`src/rtl/assert_macros.svh`:
```
// assertion macros used by the sorted list merge datapath
`ifndef ASSERT_MACROS_SVH
`define ASSERT_MACROS_SVH

// antecedent implies consequent in the same cycle
`define SLM_ASSERT_SAME(lbl, ante, cons, msg) \
    lbl: assert property (@(posedge i_clk) disable iff (!i_rst_n) (ante) |-> (cons)) \
        else $error(msg);

// antecedent implies consequent in the next cycle
`define SLM_ASSERT_NEXT(lbl, ante, cons, msg) \
    lbl: assert property (@(posedge i_clk) disable iff (!i_rst_n) (ante) |=> (cons)) \
        else $error(msg);

`endif

```
`src/rtl/slm_pkg.sv`:
```
// shared constants and control types for the sorted list merge
package slm_pkg;

    localparam int LIST_DEPTH_DEF = 32;
    localparam int VALUE_BITS_DEF = 32;
    localparam int IO_BITS        = 32;
    localparam int ACTION_BITS    = 2;

    localparam logic [ACTION_BITS-1:0] ACT_LOAD_FIRST  = 2'd0;
    localparam logic [ACTION_BITS-1:0] ACT_LOAD_SECOND = 2'd1;
    localparam logic [ACTION_BITS-1:0] ACT_RUN         = 2'd2;

    typedef struct packed {
        logic load_a;
        logic load_b;
        logic emit;
        logic finish;
    } t_slm_cmd;

    typedef struct packed {
        logic empty;
        logic out_free;
        logic last_pick;
    } t_slm_stat;

endpackage

```
`src/rtl/slm_datapath.sv`:
```
// list stores, read pointers, merge compare and output register
module slm_datapath import slm_pkg::*; #(
    parameter int LIST_DEPTH = LIST_DEPTH_DEF,
    parameter int VALUE_BITS = VALUE_BITS_DEF
) (
    input  logic                      i_clk,
    input  logic                      i_rst_n,
    input  t_slm_cmd                  i_cmd,
    output t_slm_stat                 o_stat,
    input  logic signed [IO_BITS-1:0] i_value,
    input  logic                      i_out_ready,
    output logic                      o_out_valid,
    output logic signed [IO_BITS-1:0] o_merged_value,
    output logic                      o_from_second,
    output logic                      o_last
);

    `include "assert_macros.svh"

    localparam int AW = (LIST_DEPTH > 1) ? $clog2(LIST_DEPTH) : 1;
    localparam int CW = $clog2(LIST_DEPTH + 1);
    localparam logic [CW-1:0] FULL = CW'(LIST_DEPTH);

    logic [VALUE_BITS-1:0] mem_a [LIST_DEPTH];
    logic [VALUE_BITS-1:0] mem_b [LIST_DEPTH];

    logic [CW-1:0]         r_cnt_a, r_cnt_b, r_idx_a, r_idx_b;
    logic [CW-1:0]         n_cnt_a, n_cnt_b, n_idx_a, n_idx_b;
    logic [VALUE_BITS-1:0] r_rd_a, r_rd_b;
    logic                  r_out_valid;
    logic [IO_BITS-1:0]    r_out_value;
    logic                  r_out_second;
    logic                  r_out_last;

    logic                  wr_a, wr_b;
    logic                  done_a, done_b, take_b;
    logic [VALUE_BITS-1:0] pick;
    logic signed [63:0]    wide_in;
    logic signed [63:0]    wide_out;
    logic [CW:0]           used_next;
    logic [CW:0]           total;

    assign wr_a = i_cmd.load_a && (r_cnt_a < FULL);
    assign wr_b = i_cmd.load_b && (r_cnt_b < FULL);

    assign done_a = (r_idx_a == r_cnt_a);
    assign done_b = (r_idx_b == r_cnt_b);
    // ties go to the first list
    assign take_b = done_a || (!done_b && ($signed(r_rd_b) < $signed(r_rd_a)));
    assign pick   = take_b ? r_rd_b : r_rd_a;

    assign wide_in   = 64'(i_value);
    assign wide_out  = 64'($signed(pick));
    assign used_next = (CW+1)'(r_idx_a) + (CW+1)'(r_idx_b) + (CW+1)'(1);
    assign total     = (CW+1)'(r_cnt_a) + (CW+1)'(r_cnt_b);

    always_comb begin
        o_stat.empty     = (r_cnt_a == '0) && (r_cnt_b == '0);
        o_stat.out_free  = !r_out_valid || i_out_ready;
        o_stat.last_pick = (used_next == total);
    end

    always_comb begin
        n_cnt_a = r_cnt_a;
        n_cnt_b = r_cnt_b;
        n_idx_a = r_idx_a;
        n_idx_b = r_idx_b;
        if (i_cmd.finish) begin
            n_cnt_a = '0;
            n_cnt_b = '0;
            n_idx_a = '0;
            n_idx_b = '0;
        end else begin
            if (wr_a) n_cnt_a = r_cnt_a + CW'(1);
            if (wr_b) n_cnt_b = r_cnt_b + CW'(1);
            if (i_cmd.emit && !take_b) n_idx_a = r_idx_a + CW'(1);
            if (i_cmd.emit && take_b)  n_idx_b = r_idx_b + CW'(1);
        end
    end

    // read at the next pointer so read data always matches the current one
    always_ff @(posedge i_clk) begin
        if (wr_a) mem_a[r_cnt_a[AW-1:0]] <= wide_in[VALUE_BITS-1:0];
        if (wr_b) mem_b[r_cnt_b[AW-1:0]] <= wide_in[VALUE_BITS-1:0];
        r_rd_a <= mem_a[n_idx_a[AW-1:0]];
        r_rd_b <= mem_b[n_idx_b[AW-1:0]];
    end

    always_ff @(posedge i_clk) begin
        if (!i_rst_n) begin
            r_cnt_a     <= '0;
            r_cnt_b     <= '0;
            r_idx_a     <= '0;
            r_idx_b     <= '0;
            r_out_valid <= 1'b0;
        end else begin
            r_cnt_a <= n_cnt_a;
            r_cnt_b <= n_cnt_b;
            r_idx_a <= n_idx_a;
            r_idx_b <= n_idx_b;
            if (i_cmd.emit) begin
                r_out_valid <= 1'b1;
            end else if (i_out_ready) begin
                r_out_valid <= 1'b0;
            end
        end
    end

    always_ff @(posedge i_clk) begin
        if (i_cmd.emit) begin
            r_out_value  <= wide_out[IO_BITS-1:0];
            r_out_second <= take_b;
            r_out_last   <= o_stat.last_pick;
        end
    end

    assign o_out_valid    = r_out_valid;
    assign o_merged_value = r_out_value;
    assign o_from_second  = r_out_second;
    assign o_last         = r_out_last;

    `SLM_ASSERT_SAME(a_idx_a_bound, 1'b1, r_idx_a <= r_cnt_a, "first read pointer past count")
    `SLM_ASSERT_SAME(a_idx_b_bound, 1'b1, r_idx_b <= r_cnt_b, "second read pointer past count")
    `SLM_ASSERT_SAME(a_emit_has_data, i_cmd.emit, !(done_a && done_b), "emit with both lists used")
    `SLM_ASSERT_NEXT(a_last_marked, i_cmd.finish, r_out_valid && r_out_last && r_idx_a == '0,
                     "final transaction not marked last")

endmodule
```
`config.mk`:
```
export PLATFORM = sky130hd
export DESIGN_NAME = slm_datapath
export DESIGN_NICKNAME = d
export VERILOG_FILES = /design/src/rtl/slm_pkg.sv /design/src/rtl/slm_datapath.sv
export VERILOG_INCLUDE_DIRS = /design/src /design/src/rtl
export SDC_FILE = /design/constraint.sdc
export NUM_CORES = 2
export LEC_CHECK = 0
export BUFFER_PORTS_ARGS = -buffer_cell sky130_fd_sc_hd__clkbuf_2
export CORE_UTILIZATION = 57
export CTS_CLUSTER_SIZE = 12
export DETAILED_ROUTE_END_ITERATION = 7
export PLACE_DENSITY_LB_ADDON = 0.12
export SYNTH_ARGS = -nofsm -noshare
export SYNTH_HDL_FRONTEND = slang
export SYNTH_SLANG_ARGS = --single-unit
```
`constraint.sdc`:
```
create_clock -name i_clk -period 4.55 [get_ports i_clk]
set_clock_uncertainty 0.15 [all_clocks]
set_input_delay 0.6825 -clock i_clk [delete_from_list [all_inputs] [get_ports i_clk]]
set_output_delay 0.6825 -clock i_clk [all_outputs]
set_load 0.03 [all_outputs]
```
==> impl_metrics.toml <==
[grt]
antenna_found_initial = 13
grt_usage_pct = 32.73
grt_pass1_vias = 51130
grt_max_degree = 65
overflow = 0
grt_pass1_wl_mm = 354.4

[logic_synthesis]
synthCells = 5748
synth.distinct_cells = 77
synth_compound_area_share_pct = 8.083
synthArstFlopShare_pct = 0
synth_ff_type = "edfxtp_1"
muxShareOfSynthArea_pct = 3.408
synth_top_family_by_area = "simple AND/OR/NAND/NOR gates"
synthAdderAreaFrac_pct = 0.8285
yosys.area_share.simple_pct = 9.228
synth.net_count = 5842
synthXorXnorAreaFrac_pct = 0.4629
synth-seq-cells = 2171
postSynthAreaPerCell_um2 = 14.77
yosys_warnings = 0
syn_area_um2 = 84870
synth_edf_count = 2082
yosysSeqAreaShare_pct = 75.76

[cts]
cts_sinks = 2171
clk_pin_slew_ns = 0.06
clockRootBuffer = "clkbuf_16"
ctsHtreeMaxLevel = 4
insertion_delay_ns = 0.85
cts_buffers = 213
cts.path.max_buffers = 3
cts_tree = "done"

[sta]
tightest_slew_ns = 1.359
final.min_clock_period_ns = 4.698
finalHoldViolations = 0
max_freq_ghz = 0.2128
rsz0062_at_grt = "true"
setup-violations-final = 6
slew_headroom_pct = 9.430
drv_slew = 0
setup_slack_ns = -0.1482
fin_crit_sh_pct = 103.3

[detailed_routing]
drtPass1Iterations = 7
drtAntennaViolNets = 0
wl_mm = 250.1
viasPerCell = 6.386
drcViolationCount = 0
wl_per_cell_um = 29.43
drtIter0Drc = 6813
vias = 54280

[power]
ir_worst_vdd_v = 0.0004049
p_leak_nw = 34.61
powerDensity_nw_per_um2 = 408.3
power_mw = 41.46

[status]
violations = "setup timing"
outcome = "finished with violations"

[placed_design]
pre_cts_slack_ns = -1.240
dpl.hpwl_mm = 155.3
place_congestion = 0.9078
io_buffer_count = 76

[floorplan]
row_count = 141
ios = 77
die_w_um = 387.9
core_area_um2 = 147800
start_util_pct = 57.41
die_h_um = 387.9
design.die.area_um2 = 150400

[worst_setup_path]
crit_slowest_cell = "nor4_4"
worstPathRequired_ns = 5.07
cp-start-kind = "flop"
crit_chain = "buf_12 > inv_1 > ha_1 > a41oi_2 > o21ai_1 > o2bb2ai_2 > or4b_4 > o2111a_2 > buf_12 > buf_6 > xnor2_4 > buf_4 > buf_4 > a21oi_1 > a211oi_4 > a2111oi_4 > buf_4 > nor4_4"
startpoint = "r_rd_a[21]$_DFF_P_"
path_class = "flop to flop"
reg2reg_from = "r_rd_a[21]$_DFF_P_"
arrival_ns = 5.22
path_common_cell = "buf_4"
end_kind = "flop"
cp_max_fo = 16
max_stage_delay_ns = 0.55

[worst_hold_path]
hp-class = "primary input to flop"
hold_start = "i_cmd[3]"

[cells_and_area]
multi_input_area_um2 = 20610
drive_gt1_share_pct = 21.45
utilization_pct = 68.68
area_growth_syn_to_layout_pct = 19.63
fin_nets = 6505
seq_area_um2 = 64340
final_cell_mix = "edfxtp_1, nand2_1, buf_4"
layout_commonest_cell = "edfxtp_1"
fillCellCount = 9859

[run]
cap_violations = 0
==> what timing repair did <==
item / CTS / global route
endpoints found under the hold margin: 1 / 0
endpoints found under the setup margin: 65 / 62
gates resized for setup: 148 / 184
buffers inserted: 18 / 28
hold buffers: 1 / 0
cloned: 2 / 7
pin swaps: 17 / 42
==> through the flow <==
stage	std cells	cell area, um2	TNS, ns	hold WS, ns
after floorplan	5748	84880	-0.1819	0.3576
after global placement	8072	92880	-19.66	0.3473
after detailed placement	8072	92880	-21.43	0.3702
after CTS	8461	100200	-0.1221	0.1236
after global routing	8495	101500	-0.9017	0.1413
final	8500	101500	-0.4116	0.1814
==> critical path: cells and delay by family (launching register included) <==
family	cells	cell delay [ns]
flops	1	0.35
simple gates	2	1.05
xor+xnor	1	0.19
fa+ha+maj	1	0.33
buf+inv	7	1.10
compound gates	7	1.34
==> layout make-up <==
class | count | share of cell area, %
Multi-Input combinational cell | 3159 | 20.30
Antenna cell | 5 | 0.01232
Sequential cell | 2171 | 63.37
Tap cell | 1930 | 2.378
Clock buffer | 324 | 5.911
Inverter | 50 | 0.1935
Timing Repair Buffer | 816 | 7.448
Clock inverter | 45 | 0.3869
==> power by group <==
| group | internal, mW | switching, mW |
|---|---|---|
| Combinational | 0.971 | 1.82 |
| Clock | 9.10 | 7.32 |
| Sequential | 22.1 | 0.150 |
==> path summary, 6_finish.rpt <==
check                             end  slack (ns)  cells past startpoint
max                r_rd_a[22]$_DFF_P_       -0.15                     18
min           r_cnt_a[5]$_SDFFE_PP0P_        0.18                      5
max reg2reg        r_rd_a[22]$_DFF_P_       -0.15                     18
min reg2reg  o_out_valid$_SDFFE_PN0P_        0.37                      2
==> registers in the layout, summed over array words and instances (netlist names) <==
register        count
r_idx_a             6
o_from_second       1
o_merged_value     32
r_rd_a             32
r_cnt_a             6
mem_b            1024
o_last              1
r_idx_b             6
r_rd_b             32
r_cnt_b             6
mem_a            1024
o_out_valid         1
==> cell families after synthesis <==
logic type | Yosys count
adder cells (fa/ha/maj) | 55
AND/OR/NAND/NOR | 1833
XOR/XNOR | 44
flip-flops | 2171
AO/OA/AOI/OAI | 975
multiplexers | 250
buffers and inverters | 420
==> per-layer routing <==
layer	global-route usage (%)	wire, um
met1	48.14	98960
met2	48.04	112000
met3	7.740	30420
met4	11.59	8688
met5	0	25
==> cells in the mapped netlist (all sizes together), types with 28 or more instances <==
cell type | number | area [um2]
nor2 | 111 | 416.7
mux2i | 212 | 2146
o21ai | 42 | 210.2
a32oi | 126 | 1104
and3 | 70 | 437.9
clkbuf | 188 | 705.7
a311oi | 72 | 630.6
o31ai | 29 | 217.7
o21a | 34 | 255.2
dfxtp | 89 | 1782
edfxtp | 2082 | 62520
nor3 | 44 | 330.3
mux4 | 28 | 630.6
o2111ai | 31 | 271.5
a31oi | 99 | 619.3
ha | 53 | 663.1
a21oi | 254 | 1279
o22ai | 31 | 193.9
buf | 182 | 997.2
nand2 | 1255 | 4711
nor4 | 40 | 256.5
nand3 | 255 | 1276
a211oi | 128 | 965.9
inv | 50 | 187.7
a2111oi | 31 | 271.5
a221oi | 33 | 289.0
a22oi | 33 | 247.7
(Power assumes the default switching activity.)
