--- src/rtl/assert_macros.svh ---
// assertion macros used by the sorted list merge datapath
`ifndef ASSERT_MACROS_SVH
`define ASSERT_MACROS_SVH

// antecedent implies consequent in the same cycle
`define SLM_ASSERT_SAME(lbl, ante, cons, msg) \
    lbl: assert property (@(posedge i_clk) disable iff (!i_rst_n) (ante) |-> (cons)) \
        else $error(msg);

// antecedent implies consequent in the next cycle
`define SLM_ASSERT_NEXT(lbl, ante, cons, msg) \
    lbl: assert property (@(posedge i_clk) disable iff (!i_rst_n) (ante) |=> (cons)) \
        else $error(msg);

`endif

--- src/rtl/slm_pkg.sv ---
// shared constants and control types for the sorted list merge
package slm_pkg;

    localparam int LIST_DEPTH_DEF = 32;
    localparam int VALUE_BITS_DEF = 32;
    localparam int IO_BITS        = 32;
    localparam int ACTION_BITS    = 2;

    localparam logic [ACTION_BITS-1:0] ACT_LOAD_FIRST  = 2'd0;
    localparam logic [ACTION_BITS-1:0] ACT_LOAD_SECOND = 2'd1;
    localparam logic [ACTION_BITS-1:0] ACT_RUN         = 2'd2;

    typedef struct packed {
        logic load_a;
        logic load_b;
        logic emit;
        logic finish;
    } t_slm_cmd;

    typedef struct packed {
        logic empty;
        logic out_free;
        logic last_pick;
    } t_slm_stat;

endpackage

--- src/rtl/slm_ctrl.sv ---
// control state machine: load handling and merge sequencing
module slm_ctrl import slm_pkg::*; (
    input  logic                   i_clk,
    input  logic                   i_rst_n,
    input  logic                   i_in_valid,
    input  logic [ACTION_BITS-1:0] i_action,
    output logic                   o_in_ready,
    input  t_slm_stat              i_stat,
    output t_slm_cmd               o_cmd
);

    localparam logic [1:0] ST_IDLE  = 2'd0;
    localparam logic [1:0] ST_PRIME = 2'd1;
    localparam logic [1:0] ST_MERGE = 2'd2;

    logic [1:0] r_state;
    logic [1:0] n_state;
    logic       accept;
    logic       start;

    assign o_in_ready = (r_state == ST_IDLE);
    assign accept     = i_in_valid && o_in_ready;
    assign start      = accept && (i_action == ACT_RUN) && !i_stat.empty;

    always_comb begin
        o_cmd.load_a = accept && (i_action == ACT_LOAD_FIRST);
        o_cmd.load_b = accept && (i_action == ACT_LOAD_SECOND);
        o_cmd.emit   = (r_state == ST_MERGE) && i_stat.out_free;
        o_cmd.finish = o_cmd.emit && i_stat.last_pick;
    end

    always_comb begin
        n_state = r_state;
        unique case (r_state)
            ST_IDLE: begin
                if (start) n_state = ST_PRIME;
            end
            // read data of the first entries settles here
            ST_PRIME: n_state = ST_MERGE;
            ST_MERGE: begin
                if (o_cmd.finish) n_state = ST_IDLE;
            end
            default: n_state = ST_IDLE;
        endcase
    end

    always_ff @(posedge i_clk) begin
        if (!i_rst_n) begin
            r_state <= ST_IDLE;
        end else begin
            r_state <= n_state;
        end
    end

endmodule

--- config.mk ---
export PLATFORM = sky130hd
export DESIGN_NAME = slm_ctrl
export DESIGN_NICKNAME = d
export VERILOG_FILES = /design/src/rtl/assert_macros.svh /design/src/rtl/slm_pkg.sv /design/src/rtl/slm_ctrl.sv
export SDC_FILE = /design/constraint.sdc
export NUM_CORES = 1
export LEC_CHECK = 0
export BUFFER_PORTS_ARGS = -buffer_cell sky130_fd_sc_hd__buf_2
export CAP_MARGIN = 20
export CORE_AREA = 4 4 41 43
export DETAILED_ROUTE_END_ITERATION = 8
export DIE_AREA = 0 0 45 47
export SLEW_MARGIN = 20
export SYNTH_ARGS = -nofsm -noshare
export SYNTH_HDL_FRONTEND = slang
export SYNTH_SLANG_ARGS = --single-unit
export TNS_END_PERCENT = 10
--- constraint.sdc ---
create_clock -name i_clk -period 0.89 [get_ports i_clk]
set_input_delay 0.1335 -clock i_clk [delete_from_list [all_inputs] [get_ports i_clk]]
set_output_delay 0.1335 -clock i_clk [all_outputs]
set_load 0.03 [all_outputs]
==> results of run 1 <==
-- repair_timing --
item                                   in CTS  in global routing
endpoints found under the hold margin       0                  0
setup endpoints to repair                   6                  5
pin swaps                                   2                  0
buffers inserted                            0                  0
resized for setup                          11                  0
-- logic make-up after synthesis --
group | after synthesis | synth area share (%)
AND/OR/NAND/NOR | 10 | 57.1
flip-flops | 2 | 30.5
AO/OA/AOI/OAI | 2 | 9.52
buffers and inverters | 1 | 2.85
-- cell usage after synthesis --
cell and n:
dfxtp_1 2, nand2_2 1, and2_1 1, nand4bb_1 1, nor2b_1 1, nand2b_1 1, inv_1 1, o21a_1 1
a21oi_1 1, nor3b_2 1, nor2_2 2, nor2_1 1, nor3_2 1
-- placed cells by master, fill, tap and decap left out, drive strengths merged, types with 2 or more instances in the layout --
master,instances
clkbuf,3
nor2,3
dfxtp,2
buf,12
-- how the worst min path moves through the flow --
stage | to | cells after the start
final | r_state[1] | 2
after global routing | r_state[1] | 2
after CTS | r_state[1] | 2
after detailed placement | r_state[1] | 2
after global placement | r_state[1] | 2
after floorplan | r_state[1] | 1
-- through the flow --
| stage | total power [uW] | instances | setup TNS, ps | util [%] |
|---|---|---|---|---|
| floorplan | 132 | 15 | -689 | - |
| global placement | 162 | 42 | -461 | 18.5 |
| detailed placement | 163 | 42 | -495 | 18.5 |
| CTS | 379 | 45 | -1240 | 22.9 |
| global route | 400 | 45 | -1460 | 22.9 |
| finish | 364 | 45 | -1150 | 22.9 |
-- area by class of cell --
class	count	area, um^2	share of cell area, %
Timing Repair Buffer	12	85.1	28.6
Sequential cell	2	42.5	14.3
Clock buffer	3	22.5	7.56
Inverter	1	3.75	1.26
Tap cell	15	18.8	6.30
Multi-Input combinational cell	12	125	42.0
-- critical path, stage by stage (launching register included) --
cell     delay (ps)
dfxtp_2         320
nor2_4          120
nand2_4          80
nor3b_4         180
buf_6           150
-- power by group through the flow --
stage	registers [uW]	clock network, uW	logic [uW]
floorplan	94.9	0	37.5
global placement	95.0	0	67.3
detailed placement	95.0	0	68.0
CTS	94.5	209	75.5
global route	94.7	224	81.0
finish	94.6	195	74.2
-- per-layer routing --
layer | global-route usage [%] | vias to the layer above
met5 | 0 | -
met2 | 5.93 | 9
met4 | 7.02 | 0
met1 | 5.22 | 67
met3 | 3.45 | 0
li1 | - | 81
==> results.rst, run 1 <==
.. list-table::
   :header-rows: 1

   * - Metric
     - Value
   * - Floorplan die area
     - 2120 um^2
   * - Net count of the mapped netlist
     - 23
   * - Via/cell ratio
     - 3.49
   * - Clock transition at the registers of the reported paths
     - roughly 30 ps
   * - Clock buffer depth
     - 2
   * - Unrepaired setup endpoints after global routing
     - true
   * - Share of total power in combinational logic
     - 20.4%
   * - Total overflow reported by the global router
     - 0
   * - GPL Wtd Cong
     - approximately 0.58
   * - Worst Setup End Kind
     - primary output
   * - Pre-CTS setup slack
     - -181 ps
   * - Post-route clock skew
     - 2.44 ps
   * - Layout-stage area growth over the synthesis result
     - 127%
   * - Wire length on met2
     - 180 um
   * - Type of element launching the critical path
     - flip-flop
   * - First-pass GRT wire length
     - 669 um
   * - Sw frac
     - between 20% and 30%
   * - Total clock buffers created by CTS
     - 3
   * - Max-slew violations
     - 0
   * - Setup slack of the worst register-to-register path
     - 70 ps
   * - Result of the run
     - complete, but fails checks
   * - Nets
     - 40
   * - Min Clock Period, post-route
     - approximately 1200 ps
   * - Hold buffers post-CTS
     - 0
   * - Global router's overall resource usage
     - between 5 and 6%
   * - Post-DP Area
     - 240 um^2
   * - Largest register FFs
     - 2
   * - Register-to-Register Path Depth
     - 3
   * - Overall die height
     - around 47 um
   * - Vias after detailed routing
     - 157
   * - Register ranked first by flip-flop count
     - r_state
   * - Count of warnings emitted by yosys
     - 0
   * - Iteration-0 DRC count of the detailed router
     - 0
   * - Final Worst Setup Slack
     - -321 ps
   * - Gate Count Post-Synth
     - 15
   * - Largest registers ranked by flip-flop count
     - r_state (2)
   * - Min-delay worst type
     - in -> reg
   * - Core area
     - 1300 um^2
   * - Final standard cell area without fillers
     - 298 um^2
   * - Detailed-routing wirelength on met1
     - around 150 um
   * - Net switching component of the power
     - approximately 90 uW
   * - Worst-skew pair later-pin latency
     - 220 ps
   * - Sequential element share of the synthesized area
     - 30.5%
   * - Cell Int Power
     - 276 uW
   * - Reg-to-reg critical path startpoint
     - r_state[0]
   * - Average cell area after synthesis
     - 8.76 um^2
   * - DR WL/cell
     - 8.29 um
   * - Start point of the worst hold path
     - i_rst_n
   * - End of the worst register-to-register path
     - r_state[1]
   * - Total standard cell area after synthesis
     - 131 um^2
   * - CP startpoint
     - r_state[0]
   * - H-Tree Depth
     - 1
   * - DR pass1 iterations
     - 1
   * - Highest Signal Layer
     - met3
   * - Number of global-route vias before repair
     - 170
   * - Io pins
     - 13
   * - Sequential share of power
     - 26.0%
   * - PortBufs
     - 12
   * - Fraction of final layout cells sized beyond drive strength 1
     - 80.0%
   * - Period Utilization, post-route
     - 136%
   * - Largest net degree at the start of global routing
     - 4
   * - Static power due to leakage
     - 0.000131 uW
   * - X dimension of the die
     - 45 um
   * - Half-perimeter wire length of the detailed placement result
     - about 320 um
   * - Clock tree from TritonCTS
     - built
   * - Initial antenna violation count
     - 0
   * - Power density normalized to cell area
     - roughly 1200 nW/um^2
   * - Smallest hold slack
     - between 100 and 150 ps
   * - Worst-case vdd ir drop
     - 0.000335 V
   * - Detail Route Antenna Nets
     - 0
   * - Worst Tran Pin Value
     - ~160 ps
   * - Number of max-cap violations
     - 0
   * - CP required
     - about 760 ps
   * - Post-synth top area share
     - 30.5%
   * - Highest clock frequency the design can meet
     - 826 MHz
   * - Top cells by area, synth
     - dfxtp_1 30%, nor2_2 9.5%, nor3b_2 9.5%
   * - Number of storage elements in the synthesis netlist
     - 2
   * - Critical Setup Path Class
     - reg -> out
   * - Final setup violation count
     - 5
   * - Inserted Diodes
     - 0
   * - Remaining DRCs
     - 0
   * - DRT Wirelength
     - 373 um
   * - Count of distinct cell types in the synthesized netlist
     - 13
   * - Top cell type by total area after synthesis
     - dfxtp_1
   * - CP endpoint
     - o_cmd[2]
   * - Clock net sink count
     - 2
   * - Critical path arrival
     - 1080 ps
   * - Clock group share of total power
     - a little over half
   * - Biggest fanout along the worst timing path
     - 3
   * - Initial core utilization
     - 10.1%
   * - Clk Tree Root Cell
     - clkbuf_4
   * - Std-Cell Rows
     - 13
   * - Fillcell total
     - 159
   * - Violated checks
     - setup timing
   * - Endpoints failing hold
     - 0
   * - WL met3
     - 39 um
   * - Worst slew margin relative to its limit
     - 89.5%
No activity file was read; power rests on OpenSTA's default activity.
==> run 2, diff against run 1 <==
clock period = 1 ns   (was 0.89 ns; I/O delays follow)
==> run 2 against run 1 <==
  * Highest routed layer is now met4
  * Combinational power shrank 5.5%
  * Core utilization grew 1.1 points
  * Cell count grew 2.2%
  * Largest cell class unchanged
  * Clock-buffer cell count is the same
  * Register-to-register slack gained 110 ps
  * The run still ends with setup timing left
  * Critical path depth is the same
  * Non-clock buffer count grew 1
  * Sequential share of layout area shrank 0.63 points
  * Via count grew 5.1%
  * Critical path type unchanged
  * Clock power shrank 11%
==> results.rst, run 2 (same netlist as run 1, synthesis figures left out) <==
.. list-table::
   :header-rows: 1

   * - Metric
     - Value
   * - DR pass1 iterations
     - 1
   * - Clock transition at the registers of the reported paths
     - around 30 ps
   * - Largest register FFs
     - 2
   * - Layout-stage area growth over the synthesis result
     - 137%
   * - Result of the run
     - complete, but fails checks
   * - Largest registers ranked by flip-flop count
     - r_state (2)
   * - Number of global-route vias before repair
     - 181
   * - Io pins
     - 13
   * - Min-delay worst type
     - in -> reg
   * - Highest clock frequency the design can meet
     - a little over 800 MHz
   * - Clock buffer depth
     - 2
   * - DR WL/cell
     - 8.24 um
   * - Power density normalized to cell area
     - between 1000 and 1500 nW/um^2
   * - Worst slew margin relative to its limit
     - roughly nine tenths
   * - Core area
     - 1300 um^2
   * - CP required
     - 850 ps
   * - Total Negative Setup Slacks
     - -713 ps
   * - Overall die height
     - between 40 and 50 um
   * - Leading cell type in the layout, fill and taps excluded
     - buf_2
   * - CP max stage cell
     - dfxtp_2
   * - Violated checks
     - setup timing
   * - Ordered cell list for the critical path
     - nor2_4, nand2_4, nor3b_4, buf_6
   * - Register-to-Register Path Depth
     - 3
   * - Number of max-cap violations
     - 0
   * - Clk Tree Root Cell
     - clkbuf_4
   * - Inserted Diodes
     - 0
   * - X dimension of the die
     - approximately 45 um
   * - Worst Tran Pin Value
     - 146 ps
   * - Total overflow reported by the global router
     - 0
   * - Global router's overall resource usage
     - 4.89%
   * - Static power due to leakage
     - 0.000139 uW
   * - Iteration-0 DRC count of the detailed router
     - 0
   * - Half-perimeter wire length of the detailed placement result
     - 342 um
   * - Min Clock Period, post-route
     - around 1200 ps
   * - Pre-CTS setup slack
     - -94.8 ps
   * - PortBufs
     - 12
   * - Final standard cell area without fillers
     - 312 um^2
   * - Unrepaired setup endpoints after global routing
     - true
   * - Post-DP Area
     - 240 um^2
   * - Final Worst Setup Slack
     - -233 ps
   * - Critical path arrival
     - 1080 ps
   * - Max-slew violations
     - 0
   * - Remaining DRCs
     - 0
   * - Start point of the worst hold path
     - i_rst_n
   * - Reg-to-reg critical path startpoint
     - r_state[0]
   * - Register ranked first by flip-flop count
     - r_state
   * - First-pass GRT wire length
     - about 660 um
   * - Via/cell ratio
     - around 3.6
   * - Final setup violation count
     - 5
   * - DRT Wirelength
     - 379 um
   * - Type of element launching the critical path
     - flip-flop
   * - Worst-case vdd ir drop
     - 0.000319 V
   * - Fraction of final layout cells sized beyond drive strength 1
     - 80.6%
   * - Clock net sink count
     - 2
   * - Cell count of the worst hold path
     - 2
   * - Hold buffers post-CTS
     - 0
   * - Slowest stage delay, CP
     - 320 ps
   * - Nets
     - 41
   * - Fillcell total
     - between 150 and 200
   * - GPL Wtd Cong
     - 0.582
   * - Vias after detailed routing
     - 165
   * - Endpoint of the worst hold path
     - r_state[1]
   * - H-Tree Depth
     - 1
   * - Clock tree from TritonCTS
     - built
   * - Floorplan die area
     - approximately 2100 um^2
   * - Most frequent cells in the layout
     - 7 x buf_2, 5 x buf_6, 3 x clkbuf_4
   * - Std-Cell Rows
     - 13
   * - Initial core utilization
     - 10.1%
   * - Initial antenna violation count
     - 0
   * - Post-route clock skew
     - between 3 and 4 ps
   * - Period Utilization, post-route
     - 123%
   * - Design Power
     - 327 uW
   * - Worst Setup End Kind
     - primary output
   * - Endpoints failing hold
     - 0
   * - Largest net degree at the start of global routing
     - 4
   * - Worst-skew pair later-pin latency
     - 220 ps
   * - End of the worst register-to-register path
     - r_state[1]
   * - Biggest fanout along the worst timing path
     - 3
   * - Setup slack of the worst register-to-register path
     - 180 ps
   * - Total clock buffers created by CTS
     - 3
   * - Detail Route Antenna Nets
     - 0
   * - Critical Setup Path Class
     - reg -> out
[run 2: per-stage QoR]
step	hold WS (ps)	utilization [%]	cells
after floorplan	267	-	15
after global placement	395	18.5	42
after detailed placement	388	18.5	42
after CTS	161	23.9	46
after global routing	181	23.9	46
final	160	23.9	46
[run 2: worst max-delay path, delay by kind of cell, from the launching register on]
family / cells / cell delay (ps)
and+or+nand+nor: 3 / 390
DFF: 1 / 320
buffers and inverters: 1 / 150
[run 2: layout make-up]
class | instances | area [um^2] | area share (%)
Clock buffer | 3 | 22.5 | 7.23
Inverter | 1 | 3.75 | 1.20
Multi-Input combinational cell | 12 | 125 | 40.2
Sequential cell | 2 | 42.5 | 13.7
Tap cell | 15 | 18.8 | 6.02
Timing Repair Buffer | 13 | 98.8 | 31.7
[run 2: power by group]
group / internal [uW] / switching (uW) / leakage [uW]
logic: 34.4 / 35.7 / 0.000108
registers: 82.2 / 2.01 / 0.0000172
clock network: 132 / 40.9 / 0.0000138
total: 249 / 78.7 / 0.000139
[run 2: layer usage]
metal / GRT usage (%) / routed length [um] / vias to the layer above
met2: 7.06 / 191 / 9
met5: 0 / 0 / -
met3: 2.30 / 56 / 2
met4: 7.02 / 7 / 0
met1: 4.31 / 123 / 70
li1: - / - / 84
[run 2: worst max-delay path by stage]
stage                from        to  slack, ps  cells after the start
2_1_floorplan  r_state[1]  o_cmd[2]       -180                      3
3_3_place_gp   r_state[0]  o_cmd[0]        -70                      4
3_5_place_dp   r_state[0]  o_cmd[0]        -90                      4
4_1_cts        r_state[0]  o_cmd[2]       -250                      4
5_1_grt        r_state[0]  o_cmd[2]       -280                      4
6_report       r_state[0]  o_cmd[2]       -230                      4
[run 2: repair_timing]
item / in CTS / in global routing
hold endpoints to repair: 0 / 0
setup buffers: 1 / 0
gates cloned: 0 / 0
pin swaps: 3 / 0
endpoints found under the setup margin: 5 / 5
gates resized for setup: 13 / 0
